<file path="src/rtl/core/bech_pkg.sv">
// Shared types, constants and helper functions for the Bech32 string codec.
// Depends on nothing; imported by the top level and by the checker.
package bech_pkg;

  localparam int unsigned CNT_W = 7;
  localparam int unsigned PREFIX_MAX_DEF = 83;
  localparam int unsigned DATA_MAX_DEF = 84;
  localparam int unsigned STRING_MAX_DEF = 90;
  localparam int unsigned STRING_MIN = 8;
  localparam int unsigned CHK_LEN = 6;

  localparam logic [CNT_W-1:0] DATA_ROOM_RST = 7'd84;
  localparam logic [CNT_W-1:0] CNT_SAT = 7'd127;

  // register indexes on the config port
  localparam logic REG_DIRECTION = 1'b0;
  localparam logic REG_DATA_ROOM = 1'b1;

  // result kinds
  localparam logic [1:0] KIND_CHAR = 2'd0;
  localparam logic [1:0] KIND_DATA = 2'd1;
  localparam logic [1:0] KIND_STATUS = 2'd2;

  localparam logic [7:0] SEP_CHAR = 8'h31;
  localparam logic [7:0] PCHAR_LO = 8'd33;
  localparam logic [7:0] PCHAR_HI = 8'd126;
  localparam logic [7:0] UPPER_LO = 8'h41;
  localparam logic [7:0] UPPER_HI = 8'h5A;
  localparam logic [7:0] VALUE_LIM = 8'd32;

  localparam logic [29:0] GEN0 = 30'h3B6A57B2;
  localparam logic [29:0] GEN1 = 30'h26508E6D;
  localparam logic [29:0] GEN2 = 30'h1EA119FA;
  localparam logic [29:0] GEN3 = 30'h3D4233DD;
  localparam logic [29:0] GEN4 = 30'h2A1462B3;

  localparam logic [255:0] CHARSET = "qpzry9x8gf2tvdw0s3jn54khce6mua7l";

  typedef struct packed {
    logic [7:0] in_value;
    logic       in_part;
    logic       in_last;
  } in_item_t;

  typedef struct packed {
    logic [7:0] out_value;
    logic [1:0] out_kind;
    logic       out_status;
    logic       out_last;
  } out_item_t;

  // pending work steps of one transaction, in sequencing order
  typedef struct packed {
    logic echo_a;
    logic sep;
    logic sep1;
    logic echo_b;
    logic ck;
    logic status;
  } pend_t;

  typedef enum logic [3:0] {
    ST_IDLE,
    ST_ECHO_A,
    ST_SEP0,
    ST_REP_RD,
    ST_REP_FD,
    ST_SEP1,
    ST_ECHO_B,
    ST_CK_FEED,
    ST_CK_EMIT,
    ST_STATUS,
    ST_DONE
  } st_t;

  // one polymod step
  function automatic logic [29:0] bech_feed(input logic [29:0] c, input logic [4:0] v);
    logic [4:0]  top;
    logic [29:0] r;
    top = c[29:25];
    r = {c[24:0], v};
    if (top[0]) r = r ^ GEN0;
    if (top[1]) r = r ^ GEN1;
    if (top[2]) r = r ^ GEN2;
    if (top[3]) r = r ^ GEN3;
    if (top[4]) r = r ^ GEN4;
    return r;
  endfunction

  function automatic logic [7:0] letter_of(input logic [4:0] v);
    return CHARSET[8*(31 - int'(v)) +: 8];
  endfunction

  // {hit, value}; uppercase folded to lowercase
  function automatic logic [5:0] letter_val(input logic [7:0] c);
    logic [7:0] lc;
    logic [5:0] r;
    lc = c;
    r = '0;
    if (c >= UPPER_LO && c <= UPPER_HI) lc = c + 8'd32;
    for (int i = 0; i < 32; i++) begin
      if (letter_of(5'(i)) == lc) r = {1'b1, 5'(i)};
    end
    return r;
  endfunction

endpackage

</file>
<file path="src/rtl/core/bech_ram.sv">
// Generic single-write, single-read RAM with registered read data.
// No dependencies.
module bech_ram #(
  parameter int unsigned WIDTH = 8,
  parameter int unsigned DEPTH = 2,
  localparam int unsigned AW = (DEPTH > 1) ? $clog2(DEPTH) : 1
) (
  input  logic             clk,
  input  logic             we,
  input  logic [AW-1:0]    waddr,
  input  logic [WIDTH-1:0] wdata,
  input  logic             re,
  input  logic [AW-1:0]    raddr,
  output logic [WIDTH-1:0] rdata
);

  logic [WIDTH-1:0] mem [DEPTH];
  logic [WIDTH-1:0] rdata_r;

  always_ff @(posedge clk) begin
    if (we) begin
      mem[waddr] <= wdata;
    end
    if (re) begin
      rdata_r <= mem[raddr];
    end
  end

  assign rdata = rdata_r;

endmodule

</file>
<file path="src/rtl/core/bech32_string_codec_top.sv">
// Top level of the Bech32 string codec: sequencer, check register, counters.
// Depends on bech_pkg and bech_ram.
//
// Bech32 encoder/decoder. Configure direction (0 encode, 1 decode) and
// data_room while idle. Encode: send prefix characters (in_part 0), then
// 5-bit values (in_part 1); the block echoes the prefix, emits '1', the
// data letters and six checksum letters. Decode: send string characters;
// the block echoes the prefix, emits the data values and holds back the
// six checksum letters. Every request ends with one result carrying
// out_last and out_status. One transaction is in work at a time: no new
// item is taken until the last one is through, and each result waits for
// a free output register. At the separator the buffered low parts of the
// prefix are read back from the prefix RAM, each character read and then
// fed; an encoded checksum first feeds six zero values.
module bech32_string_codec_top #(
  parameter int unsigned PREFIX_MAX = bech_pkg::PREFIX_MAX_DEF,
  parameter int unsigned DATA_MAX   = bech_pkg::DATA_MAX_DEF,
  parameter int unsigned STRING_MAX = bech_pkg::STRING_MAX_DEF
) (
  input  logic                clk,
  input  logic                rst_n,
  input  logic                in_valid,
  output logic                in_ready,
  input  bech_pkg::in_item_t  in_data,
  output logic                out_valid,
  input  logic                out_ready,
  output bech_pkg::out_item_t out_data,
  input  logic                cfg_valid,
  output logic                cfg_ready,
  input  logic                cfg_index,
  input  logic [6:0]          cfg_data
);

  import bech_pkg::*;

  localparam int unsigned AW = (PREFIX_MAX > 1) ? $clog2(PREFIX_MAX) : 1;

  // config
  logic             dir_r;
  logic [CNT_W-1:0] room_r;

  // request state
  logic [29:0]      chk_r, chk_nxt;
  logic [CNT_W-1:0] pc_r, pc_nxt;
  logic [CNT_W-1:0] partc_r, partc_nxt;
  logic [CNT_W-1:0] tot_r, tot_nxt;
  logic             phase_r, phase_nxt;
  logic             err_r, err_nxt;
  logic [4:0]       line_r [CHK_LEN];
  logic [4:0]       line_nxt [CHK_LEN];
  logic [2:0]       fill_r, fill_nxt;

  // sequencer
  st_t              st_r, st_nxt;
  pend_t            pend_r, pend_nxt, pend_acc;
  logic [7:0]       item_v_r, item_v_nxt;
  logic             item_last_r, item_last_nxt;
  logic [7:0]       echo_val_r, echo_val_nxt;
  logic [1:0]       echo_kind_r, echo_kind_nxt;
  logic             stat_val_r, stat_val_nxt;
  logic [CNT_W-1:0] rep_idx_r, rep_idx_nxt;
  logic [2:0]       ck_cnt_r, ck_cnt_nxt;

  // output register
  logic             out_valid_r, out_valid_nxt;
  out_item_t        out_data_r, out_data_nxt;

  // prefix RAM
  logic             mem_we, mem_re;
  logic [4:0]       mem_rdata;

  logic             in_fire, slot_free;
  logic [29:0]      mod_w;
  logic [4:0]       ck_sel;

  assign in_ready  = (st_r == ST_IDLE);
  assign in_fire   = in_valid && in_ready;
  assign slot_free = !out_valid_r || out_ready;
  assign cfg_ready = 1'b1;
  assign out_valid = out_valid_r;
  assign out_data  = out_data_r;

  assign mod_w  = chk_r ^ 30'd1;
  assign ck_sel = 5'(mod_w >> ((5 - int'(ck_cnt_r)) * 5));
  assign mem_re = (st_r == ST_REP_RD);

  bech_ram #(
    .WIDTH(5),
    .DEPTH(PREFIX_MAX)
  ) u_prefix_ram (
    .clk  (clk),
    .we   (mem_we),
    .waddr(pc_r[AW-1:0]),
    .wdata(in_data.in_value[4:0]),
    .re   (mem_re),
    .raddr(rep_idx_r[AW-1:0]),
    .rdata(mem_rdata)
  );

  // first pending step
  function automatic st_t pick(input pend_t p);
    st_t s;
    s = ST_DONE;
    if (p.status) s = ST_STATUS;
    if (p.ck) s = ST_CK_FEED;
    if (p.echo_b) s = ST_ECHO_B;
    if (p.sep1) s = ST_SEP1;
    if (p.sep) s = ST_SEP0;
    if (p.echo_a) s = ST_ECHO_A;
    return s;
  endfunction

  // steps left once the current one is through
  function automatic pend_t rest_of(input pend_t p, input st_t s);
    pend_t r;
    r = p;
    r.echo_a = 1'b0;
    if (s != ST_ECHO_A) r.sep = 1'b0;
    if (s == ST_SEP1 || s == ST_ECHO_B || s == ST_CK_FEED || s == ST_CK_EMIT ||
        s == ST_STATUS) r.sep1 = 1'b0;
    if (s == ST_ECHO_B || s == ST_CK_FEED || s == ST_CK_EMIT || s == ST_STATUS)
      r.echo_b = 1'b0;
    if (s == ST_CK_FEED || s == ST_CK_EMIT || s == ST_STATUS) r.ck = 1'b0;
    if (s == ST_STATUS) r.status = 1'b0;
    return r;
  endfunction

  // next state
  always_comb begin
    st_nxt = st_r;
    unique case (st_r)
      ST_IDLE:    if (in_fire) st_nxt = pick(pend_acc);
      ST_ECHO_A, ST_SEP1, ST_ECHO_B, ST_STATUS: begin
        if (slot_free) st_nxt = pick(rest_of(pend_r, st_r));
      end
      ST_SEP0:    st_nxt = ST_REP_RD;
      ST_REP_RD:  st_nxt = ST_REP_FD;
      ST_REP_FD: begin
        if (rep_idx_r + 7'd1 == pc_r) st_nxt = pick(rest_of(pend_r, st_r));
        else st_nxt = ST_REP_RD;
      end
      ST_CK_FEED: if (ck_cnt_r == 3'(CHK_LEN - 1)) st_nxt = ST_CK_EMIT;
      ST_CK_EMIT: begin
        if (slot_free && ck_cnt_r == 3'(CHK_LEN - 1)) st_nxt = pick(rest_of(pend_r, st_r));
      end
      ST_DONE:    st_nxt = ST_IDLE;
      default:    st_nxt = ST_IDLE;
    endcase
  end

  // datapath
  always_comb begin
    logic       pchar_ok, e, full;
    logic [5:0] lv;
    logic [7:0] partc_w;
    logic [2:0] fill_w;
    logic [29:0] chk_f;

    chk_nxt = chk_r;
    pc_nxt = pc_r;
    partc_nxt = partc_r;
    tot_nxt = tot_r;
    phase_nxt = phase_r;
    err_nxt = err_r;
    line_nxt = line_r;
    fill_nxt = fill_r;
    pend_nxt = pend_r;
    item_v_nxt = item_v_r;
    item_last_nxt = item_last_r;
    echo_val_nxt = echo_val_r;
    echo_kind_nxt = echo_kind_r;
    stat_val_nxt = stat_val_r;
    rep_idx_nxt = rep_idx_r;
    ck_cnt_nxt = ck_cnt_r;
    mem_we = 1'b0;
    pend_acc = '0;
    out_valid_nxt = out_valid_r && !out_ready;
    out_data_nxt = out_data_r;

    pchar_ok = in_data.in_value >= PCHAR_LO && in_data.in_value <= PCHAR_HI &&
               !(in_data.in_value >= UPPER_LO && in_data.in_value <= UPPER_HI);
    lv = letter_val(in_data.in_value);
    full = (fill_r == 3'(CHK_LEN));
    partc_w = {1'b0, partc_r} + 8'd1;
    fill_w = full ? fill_r : fill_r + 3'd1;
    chk_f = bech_feed(chk_r, lv[4:0]);
    e = 1'b0;

    unique case (st_r)
      ST_IDLE: begin
        if (in_fire) begin
          item_v_nxt = in_data.in_value;
          item_last_nxt = in_data.in_last;
          if (err_r) begin
            e = 1'b1;
          end else if (!dir_r) begin
            if (!in_data.in_part) begin
              e = phase_r || !pchar_ok || pc_r >= CNT_W'(PREFIX_MAX);
              if (!e) begin
                mem_we = 1'b1;
                pc_nxt = pc_r + 7'd1;
                chk_nxt = bech_feed(chk_r, {2'b00, in_data.in_value[7:5]});
                pend_acc.echo_a = 1'b1;
                echo_val_nxt = in_data.in_value;
                echo_kind_nxt = KIND_CHAR;
                if (in_data.in_last) begin
                  pend_acc.sep = 1'b1;
                  pend_acc.sep1 = 1'b1;
                  pend_acc.ck = 1'b1;
                end
              end
            end else begin
              e = (!phase_r && pc_r == '0) || in_data.in_value >= VALUE_LIM ||
                  partc_r >= CNT_W'(DATA_MAX);
              if (!e) begin
                if (!phase_r) begin
                  pend_acc.sep = 1'b1;
                  pend_acc.sep1 = 1'b1;
                  phase_nxt = 1'b1;
                end
                pend_acc.echo_b = 1'b1;
                pend_acc.ck = in_data.in_last;
              end
            end
          end else begin
            if (tot_r != CNT_SAT) tot_nxt = tot_r + 7'd1;
            if (!phase_r) begin
              if (in_data.in_value == SEP_CHAR) begin
                e = pc_r == '0 || in_data.in_last;
                if (!e) begin
                  pend_acc.sep = 1'b1;
                  phase_nxt = 1'b1;
                end
              end else begin
                e = !pchar_ok || pc_r >= CNT_W'(PREFIX_MAX) || in_data.in_last;
                if (!e) begin
                  mem_we = 1'b1;
                  pc_nxt = pc_r + 7'd1;
                  chk_nxt = bech_feed(chk_r, {2'b00, in_data.in_value[7:5]});
                  pend_acc.echo_a = 1'b1;
                  echo_val_nxt = in_data.in_value;
                  echo_kind_nxt = KIND_CHAR;
                end
              end
            end else begin
              e = !lv[5] ||
                  (full && (partc_w > {1'b0, room_r} || partc_w > 8'(DATA_MAX))) ||
                  (in_data.in_last && (tot_nxt < CNT_W'(STRING_MIN) ||
                   tot_nxt > CNT_W'(STRING_MAX) || fill_w != 3'(CHK_LEN) ||
                   chk_f != 30'd1));
              if (lv[5]) begin
                chk_nxt = chk_f;
                fill_nxt = fill_w;
                if (full) begin
                  for (int i = 0; i < CHK_LEN - 1; i++) line_nxt[i] = line_r[i+1];
                  line_nxt[CHK_LEN-1] = lv[4:0];
                  partc_nxt = partc_w[CNT_W-1:0];
                end else begin
                  line_nxt[fill_r] = lv[4:0];
                end
              end
              if (!e && full) begin
                pend_acc.echo_a = 1'b1;
                echo_val_nxt = {3'b000, line_r[0]};
                echo_kind_nxt = KIND_DATA;
              end
            end
          end
          if (e) begin
            err_nxt = 1'b1;
            pend_acc = '0;
          end
          if (in_data.in_last && (e || (!pend_acc.echo_a && !pend_acc.ck))) begin
            pend_acc.status = 1'b1;
          end
          stat_val_nxt = e;
          pend_nxt = pend_acc;
        end
      end
      ST_ECHO_A: begin
        if (slot_free) begin
          out_valid_nxt = 1'b1;
          out_data_nxt = '{out_value: echo_val_r, out_kind: echo_kind_r, out_status: 1'b0,
                           out_last: item_last_r && !pend_r.ck};
        end
      end
      ST_SEP0: begin
        chk_nxt = bech_feed(chk_r, 5'd0);
        rep_idx_nxt = '0;
      end
      ST_REP_RD: ;
      ST_REP_FD: begin
        chk_nxt = bech_feed(chk_r, mem_rdata);
        rep_idx_nxt = rep_idx_r + 7'd1;
      end
      ST_SEP1: begin
        if (slot_free) begin
          out_valid_nxt = 1'b1;
          out_data_nxt = '{out_value: SEP_CHAR, out_kind: KIND_CHAR, out_status: 1'b0,
                           out_last: 1'b0};
        end
      end
      ST_ECHO_B: begin
        if (slot_free) begin
          out_valid_nxt = 1'b1;
          out_data_nxt = '{out_value: letter_of(item_v_r[4:0]), out_kind: KIND_CHAR,
                           out_status: 1'b0, out_last: 1'b0};
          chk_nxt = bech_feed(chk_r, item_v_r[4:0]);
          partc_nxt = partc_r + 7'd1;
          ck_cnt_nxt = '0;
        end
      end
      ST_CK_FEED: begin
        chk_nxt = bech_feed(chk_r, 5'd0);
        ck_cnt_nxt = (ck_cnt_r == 3'(CHK_LEN - 1)) ? 3'd0 : ck_cnt_r + 3'd1;
      end
      ST_CK_EMIT: begin
        if (slot_free) begin
          out_valid_nxt = 1'b1;
          out_data_nxt = '{out_value: letter_of(ck_sel), out_kind: KIND_CHAR,
                           out_status: 1'b0, out_last: ck_cnt_r == 3'(CHK_LEN - 1)};
          ck_cnt_nxt = ck_cnt_r + 3'd1;
        end
      end
      ST_STATUS: begin
        if (slot_free) begin
          out_valid_nxt = 1'b1;
          out_data_nxt = '{out_value: 8'd0, out_kind: KIND_STATUS, out_status: stat_val_r,
                           out_last: 1'b1};
        end
      end
      ST_DONE: begin
        ck_cnt_nxt = '0;
        if (item_last_r) begin
          chk_nxt = 30'd1;
          pc_nxt = '0;
          partc_nxt = '0;
          tot_nxt = '0;
          phase_nxt = 1'b0;
          err_nxt = 1'b0;
          fill_nxt = '0;
          for (int i = 0; i < CHK_LEN; i++) line_nxt[i] = '0;
        end
      end
      default: ;
    endcase
  end

  always_ff @(posedge clk) begin
    if (!rst_n) begin
      dir_r <= 1'b0;
      room_r <= DATA_ROOM_RST;
      chk_r <= 30'd1;
      pc_r <= '0;
      partc_r <= '0;
      tot_r <= '0;
      phase_r <= 1'b0;
      err_r <= 1'b0;
      fill_r <= '0;
      for (int i = 0; i < CHK_LEN; i++) line_r[i] <= '0;
      st_r <= ST_IDLE;
      pend_r <= '0;
      item_last_r <= 1'b0;
      rep_idx_r <= '0;
      ck_cnt_r <= '0;
      out_valid_r <= 1'b0;
    end else begin
      if (cfg_valid && cfg_ready) begin
        unique case (cfg_index)
          REG_DIRECTION: dir_r <= cfg_data[0];
          REG_DATA_ROOM: room_r <= cfg_data;
          default: ;
        endcase
      end
      chk_r <= chk_nxt;
      pc_r <= pc_nxt;
      partc_r <= partc_nxt;
      tot_r <= tot_nxt;
      phase_r <= phase_nxt;
      err_r <= err_nxt;
      fill_r <= fill_nxt;
      line_r <= line_nxt;
      st_r <= st_nxt;
      pend_r <= pend_nxt;
      item_last_r <= item_last_nxt;
      rep_idx_r <= rep_idx_nxt;
      ck_cnt_r <= ck_cnt_nxt;
      out_valid_r <= out_valid_nxt;
    end
  end

  // payload registers
  always_ff @(posedge clk) begin
    item_v_r <= item_v_nxt;
    echo_val_r <= echo_val_nxt;
    echo_kind_r <= echo_kind_nxt;
    stat_val_r <= stat_val_nxt;
    out_data_r <= out_data_nxt;
  end

endmodule

</file>
<file path="config.mk">
export PLATFORM = sky130hd
export DESIGN_NAME = bech32_string_codec_top
export DESIGN_NICKNAME = d
export VERILOG_FILES = /design/src/rtl/core/bech_pkg.sv /design/src/rtl/core/bech_ram.sv /design/src/rtl/core/bech32_string_codec_top.sv
export SDC_FILE = /design/constraint.sdc
export NUM_CORES = 1
export LEC_CHECK = 0
export BUFFER_PORTS_ARGS = -buffer_cell sky130_fd_sc_hd__buf_2
export CORE_MARGIN = 2
export CORE_UTILIZATION = 50
export DETAILED_ROUTE_END_ITERATION = 12
export PLACE_DENSITY = 0.77
export SETUP_SLACK_MARGIN = 0.5
export SLEW_MARGIN = 15
export SYNTH_ARGS = -nofsm -noshare
export SYNTH_HDL_FRONTEND = slang
export SYNTH_SLANG_ARGS = --single-unit
</file>
<file path="constraint.sdc">
create_clock -name clk -period 4.54 [get_ports clk]
set_input_delay 1.135 -clock clk [delete_from_list [all_inputs] [get_ports clk]]
set_output_delay 1.135 -clock clk [all_outputs]
set_load 0.02 [all_outputs]
</file>
======== Word-level counts from Yosys, hierarchy flattened ========
Memory sizes are Yosys's and may differ from the RTL's. A register that Yosys moved wholly into a read port is not among the register bits.
Cells that the tools add are included.
storage, ports and cells
  register bits ........................... 143
  memory bits (writable) .................. 415
  input bits .............................. 23
  memories kept ........................... 1
memories
  memory            words  bits a word  read ports  clocked after Yosys merged registers in  wr ports  RTL line        text
  u_prefix_ram.mem  83     5            1           1                                        1         bech_ram.sv:17  logic [WIDTH-1:0] mem [DEPTH];
cells by class
  add/subtract/negate cells ............... 11
  multiply operators ...................... 1
  $lt $le $gt $ge ......................... 13
  eq/ne operators ......................... 81
  shift operators ......................... 3
  multiplexer cells ....................... 338
  bitwise operators ....................... 37
  reduce and logical (&&, ||, !) cells .... 72
operator list
  kind                      number
  $mux 30                   116
  $shiftx 256x9->8 const A  2
  $mux 6                    37
  $mux 29                   7
  $eq 7x8->1 const A        23
  $pmux 30 s6               1
  $mux 7                    24
  $not 17->17               7
  $not 16->16               7
  $not 14->14               7
  $mux 4                    23
  $not 13->13               7
  $not 18->18               5
  $mux 1                    75
  $eq 6x8->1 const A        9
  $mux 8                    8
  $mux 12                   5
  $pmux 12 s5               1
  $pmux 30 s2               1
  $pmux 7 s2                3
  $mux 3                    12
  $shr 30x32->5             1
  $bwmux 30                 1
  $mux 2                    15
  other kinds (64)          159

======== Depth between registers and ports, before layout ========
  depth in word-level cells ............... 74
  mapped depth ............................ 18
  mapped depth without buffers ............ 14

======== By module ========
A second synthesis with hierarchy kept.
second synthesis, totals
  cells, all modules ...................... 2,250
  area, all modules ....................... 27,777.9 µm²
modules (own cells, without submodules)
  module                   times used  cells each  area each (µm²)  sequential area each (µm²)
  bech_ram                 1           873         16,751.1         12,612.1
  bech32_string_codec_top  1           1,377       11,026.8         3,113.0

======== Least setup slack after synthesis ========
No wires, ideal clock.
  kind .................................... input port to flip-flop
  start ................................... input in_data[3] in the netlist's numbering
  end ..................................... register echo_kind_r[0], enable pin
  data arrival time ....................... 4.373 ns
  required time ........................... 4.153 ns
  setup slack ............................. -0.221 ns
  cell stages on the path ................. 11
  buffers on the path ..................... 1
  cells stage by stage .................... buf_6 -> or2_1 -> a311oi_2 -> o31ai_4 -> or4_1 -> a311oi_1 -> a2111oi_4 -> xnor2_1 -> mux2i_1 -> a21boi_0 -> o21ai_0
on the way
  longest elaborated chain between the ends .. 52
  elaborated cells on any way between the ends .. 103
  classes of those cells .................. add/sub (1); order compare (4); eq/ne (38); mux (38); bitwise (5); reduce/logical (17)
ends and longest elaborated chain
  element                                   RTL line                                         text
  from (decl)                               bech32_string_codec_top.sv:24                    input bech_pkg::in_item_t in_data,
  $ge 8x7->1 or $le 8x7->1 (tied branches)  bech_pkg.sv:100, bech32_string_codec_top.sv:181
  $logic_and 1x1->1                         bech_pkg.sv:100, bech32_string_codec_top.sv:181
  $mux 8                                    bech_pkg.sv:100                                  if (c >= UPPER_LO && c <= UPPER_HI) lc = c + 8'd32;
  $eq 7x8->1                                bech_pkg.sv:102                                  if (letter_of(5'(i)) == lc) r = {1'b1, 5'(i)};
  $mux 6 (31 in series)                     bech_pkg.sv:102
  $not 18->18 (no line)                     -
  $mux 30                                   bech_pkg.sv:82                                   if (top[0]) r = r ^ GEN0;
  $mux 30                                   bech_pkg.sv:83                                   if (top[1]) r = r ^ GEN1;
  [... 6 more ...]                          -
  $ne 30x1->1                               bech32_string_codec_top.sv:250                   chk_f != 30'd1));
  $logic_or 1x1->1                          bech32_string_codec_top.sv:249                   tot_nxt > CNT_W'(STRING_MAX) || fill_w != 3'(CHK_LEN) ||
  $logic_and 1x1->1                         bech32_string_codec_top.sv:248                   (in_data.in_last && (tot_nxt < CNT_W'(STRING_MIN) ||
  $logic_or 1x1->1                          bech32_string_codec_top.sv:247                   (full && (partc_w > {1'b0, room_r} || partc_w > 8'(DATA_MAX))) ||
  $logic_not 1->1                           bech32_string_codec_top.sv:262                   if (!e && full) begin
  $logic_and 1x1->1                         bech32_string_codec_top.sv:262
  $ne 3x2->1 (no line)                      -
  $reduce_and 8->1 (no line) (*)            -
  to (signal assigned)                      bech32_string_codec_top.sv:396                   echo_kind_r <= echo_kind_nxt;
  to (decl)                                 bech32_string_codec_top.sv:59                    logic [1:0] echo_kind_r, echo_kind_nxt;
Every way passes the cells marked *; elsewhere a longest branch is shown, timed or not.
A chain may end at the register's enable or synchronous reset.

======== Worst setup path after layout ========
  start ................................... input in_data[7] in the netlist's numbering
  end ..................................... register chk_r[13]
on the way
  longest elaborated chain between the ends .. 38
  elaborated cells on any way between the ends .. 85
  classes of those cells .................. add/sub (1); order compare (4); eq/ne (37); mux (33); reduce/logical (10)
ends and longest elaborated chain
  element                                   RTL line                                         text
  $ge 8x7->1 or $le 8x7->1 (tied branches)  bech_pkg.sv:100, bech32_string_codec_top.sv:181
  $logic_and 1x1->1                         bech_pkg.sv:100, bech32_string_codec_top.sv:181
  $mux 8                                    bech_pkg.sv:100
  $eq 7x8->1                                bech_pkg.sv:102
  $mux 6 (32 in series)                     bech_pkg.sv:102
  $ne 4x3->1 (no line)                      -
  $reduce_and 10->1 (no line) (*)           -
  to (signal assigned)                      bech32_string_codec_top.sv:375                   chk_r <= chk_nxt;
  to (decl)                                 bech32_string_codec_top.sv:43                    logic [29:0] chk_r, chk_nxt;
Marked as above.

==> results list <==
* Status: finished, final reports clean
- Data arrives at the worst endpoint at 4.47 ns.
* Vias in the first global route: 18132
* Share of flip-flops with an asynchronous set or reset: 0
* CTS Buf Count: 55
- The floorplan step set the die width to 237 um.
* Final Hold Fails: 0
* Type of the worst setup path: in2reg
- CP startpoint kind: primary input
* Maximum number of pins on one net before global-route repair: 87
- The count of nets left with antenna violations once routing finished came out at 0.
* Wirelength per Cell: 23.0 um
* Nets in the synthesized netlist: 2174
- Time the worst path needs with I/O delays and setup: 3.92 ns
- At the pin with the least slew margin, the transition time is 0.970 ns.
* Number of violations of the max-capacitance limit: 0
- Synth Cell Area: 27200 um^2
- Final sum of negative setup slack: 0 ns
* Gate Count Post-Synth: 2127
- In the global route stage, overall resource usage came out at 0.245.
* Number of enable-type register cells in the synthesized netlist: 447
* Launch point of the critical path: in_data[7]
- Series of cell instances along the critical path: buf_2, inv_2, ha_1, nand3b_1, or3_4, a21oi_4, a22oi_4, buf_4, o31ai_4, a21oi_2, and3_1, a2111o_1, a21o_1, or4_1, a21boi_1
- The first global-routing pass estimated 106 mm of wire.
* Post-route cell area: 31000 um^2
- The clock passes through at most 3 buffers.
- After clock tree synthesis, the clock-pin slew on the worst setup and hold paths is 0.06 ns.
* Static power due to leakage: 10.3 nW
- After floorplanning, the core was divided into 85 placement rows.
* Most common flop cell mapped by yosys: sky130_fd_sc_hd__edfxtp_1
* Overall via count from detail_route: 18501
* Total wire length: 69.0 mm
- Number of H-tree levels: 2
* Worst Path Max Fanout: 8
- CP peak stage delay: 0.44 ns
- Leaving out fill and tap cells, the most frequent cell in the layout is sky130_fd_sc_hd__edfxtp_1.
* Post-detailed-route via-to-cell ratio: 6.16
- Buffers placed on the I/O ports in this run total 36.
* Cell chosen for the clock root: sky130_fd_sc_hd__clkbuf_16
- TritonCTS Sinks: 562
- Startpoint of the tightest hold check path: room_r[3]
- Yosys mapped the design onto 97 distinct sky130hd cell types.
- The congestion estimate from routability-driven global placement came to 0.898.
- Once detailed placement completed, the half-perimeter wirelength came to 45.6 mm.
* Max stage delay cell, worst path: sky130_fd_sc_hd__or4_1
- Detailed Route Iter0 Violations: 2000
* Slew headroom: 0.352
* Leading cell types in the layout, fill and taps excluded: sky130_fd_sc_hd__edfxtp_1, sky130_fd_sc_hd__nor2_1, sky130_fd_sc_hd__buf_4
- Seq cells post-synth: 562
- First-pass iteration count of the detailed router: 7
- Worst clock skew: 0.0460 ns
- The Yosys step of the flow raised 0 warnings.
- 38 I/O pins were placed.
- Dividing total power by cell area gives a power density of 412 nW/um^2.
- Each instance of the synthesized netlist takes up on average 12.8 um^2.
- DRC Markers: 0
* Setup violation total in the final timing report: 0
* Chip Height: 237 um
- At the end of the flow, the number of nets in the layout was 2306.
- The path class of the tightest hold or removal check is reg2reg.
- TritonCTS built the clock tree.
- Proportion of synthesized chip area in sequential cells: 0.578
- The worst register-to-register path begins at fill_r[0].
* Core Box Area: 53800 um^2
* Worst-Skew Late Latency: 0.64 ns
- The area growth from synthesis to layout is 13.9%.
- Initial cell density of the core: 0.505
- Summed over all layers, the global routing overflow is 0.
- R2R setup slack: 0.69 ns
* Crit path capture type: register
* Fraction of layout cells with a size suffix above 1: 0.205
* Data required time of the worst path: 5.09 ns
- Maximum achievable frequency: 255 MHz
- Across the VDD grid, the largest voltage drop is 0.000384 V.
- Share of the cycle needed by the critical path after routing: 0.863
- Instance area at placement: 29100 um^2
* Die ar.: 56300 um^2
- Cts-stage hold buffer count: 0
* Slew Limit Fails: 0
- The number of antenna violations at the first check in global routing was 4.
- Setup repair after global routing missed its margin: true
-- power by group --
group	switching (W)	internal, W	total [W]
clock network	0.00197	0.00257	0.00454
registers	0.000201	0.00574	0.00594
logic	0.00147	0.000813	0.00228
total	0.00364	0.00912	0.0128
-- through the flow --
stage	instances	util	setup slack [ns]	total power, W	hold slack [ns]
finish	3001	0.576	0.620	0.0128	0.472
global route	3000	0.575	0.478	0.0132	0.506
CTS	2998	0.575	0.679	0.0128	0.479
detailed placement	2896	0.541	0.0222	0.00828	0.470
global placement	2896	0.541	0.0774	0.00823	0.459
floorplan	2127	-	0.263	0.00756	0.443
-- synthesized netlist by cell type, drive strengths merged, types with 10 or more instances --
| cell | count | share of area |
|---|---|---|
| a211oi | 10 | 0.0028 |
| a21boi | 47 | 0.013 |
| a21o | 10 | 0.0028 |
| a21oi | 73 | 0.014 |
| a22oi | 26 | 0.0077 |
| a31oi | 11 | 0.0025 |
| and2 | 26 | 0.0060 |
| and3 | 15 | 0.0035 |
| buf | 31 | 0.0056 |
| clkbuf | 107 | 0.015 |
| dfxtp | 115 | 0.085 |
| edfxtp | 447 | 0.49 |
| ha | 23 | 0.011 |
| inv | 42 | 0.0058 |
| mux2i | 68 | 0.025 |
| mux4 | 139 | 0.12 |
| nand2 | 166 | 0.023 |
| nand2b | 20 | 0.0046 |
| nand3 | 57 | 0.010 |
| nand4 | 13 | 0.0030 |
| nor2 | 262 | 0.036 |
| nor2b | 46 | 0.011 |
| nor3 | 40 | 0.0075 |
| o21a | 11 | 0.0030 |
| o21ai | 80 | 0.015 |
| o22ai | 11 | 0.0025 |
| o31ai | 16 | 0.0059 |
| xnor2 | 41 | 0.013 |
| xor2 | 32 | 0.010 |
-- sequential cells by signal (all words and copies together) (netlist names), 3 cells and up --
register            count
chk_r                  30
room_r                  7
rep_idx_r               7
out_data               12
tot_r                   7
pc_r                    7
ck_cnt_r                3
echo_val_r              8
item_v_r                5
st_r                    4
u_prefix_ram.mem      415
partc_r                 7
u_prefix_ram.rdata      5
line_r                 30
pend_r                  5
fill_r                  3
-- path summary, 6_finish.rpt --
kind,cells after the start,to
setup reg to reg,13,st_r[2]
hold / removal,2,room_r[3]
setup / recovery,15,chk_r[13]
hold reg to reg,2,room_r[3]
-- layout make-up --
| cell class | count | area (um^2) |
|---|---|---|
| clock buffer | 71 | 1500 |
| timing repair buffer | 213 | 1570 |
| antenna | 1 | 2.50 |
| multi-input combinational | 1383 | 10800 |
| clock inverter | 31 | 307 |
| fill | 4159 | 22800 |
| tap | 696 | 871 |
| inverter | 44 | 165 |
| sequential | 562 | 15700 |
-- critical path, delay by kind of cell --
family | cells | cell delay (ns)
compound gates | 7 | 1.56
simple gates | 4 | 1.19
buf+inv | 3 | 0.43
fa+ha+maj | 1 | 0.15
-- cell families (layout without fill, tap and decap cells) --
kind of cell | after synthesis | count (layout) | synth area share
simple gates | 692 | 692 | 0.118
buf+inv | 182 | 359 | 0.0265
compound gates | 381 | 381 | 0.0989
xor+xnor | 75 | 75 | 0.0253
fa+ha+maj | 25 | 25 | 0.0117
other cells | 1 | 2 | 0.000138
flops | 562 | 562 | 0.578
mux | 209 | 209 | 0.142
-- metal layers --
metal,vias up,wire length (um),global-route usage,part of all wire
met2,791,33900,0.409,0.49
met5,-,41,0,0.00059
met3,150,4860,0.0459,0.070
met1,9215,27700,0.322,0.40
li1,8339,-,-,-
met4,6,2440,0.0865,0.035
-- repair_timing --
item | 4_1_cts | 5_1_grt
buffers inserted | 0 | 2
resized for setup | 0 | 5
setup endpoints to repair | 0 | 33
Note: power is estimated with default switching activity, not from simulation.
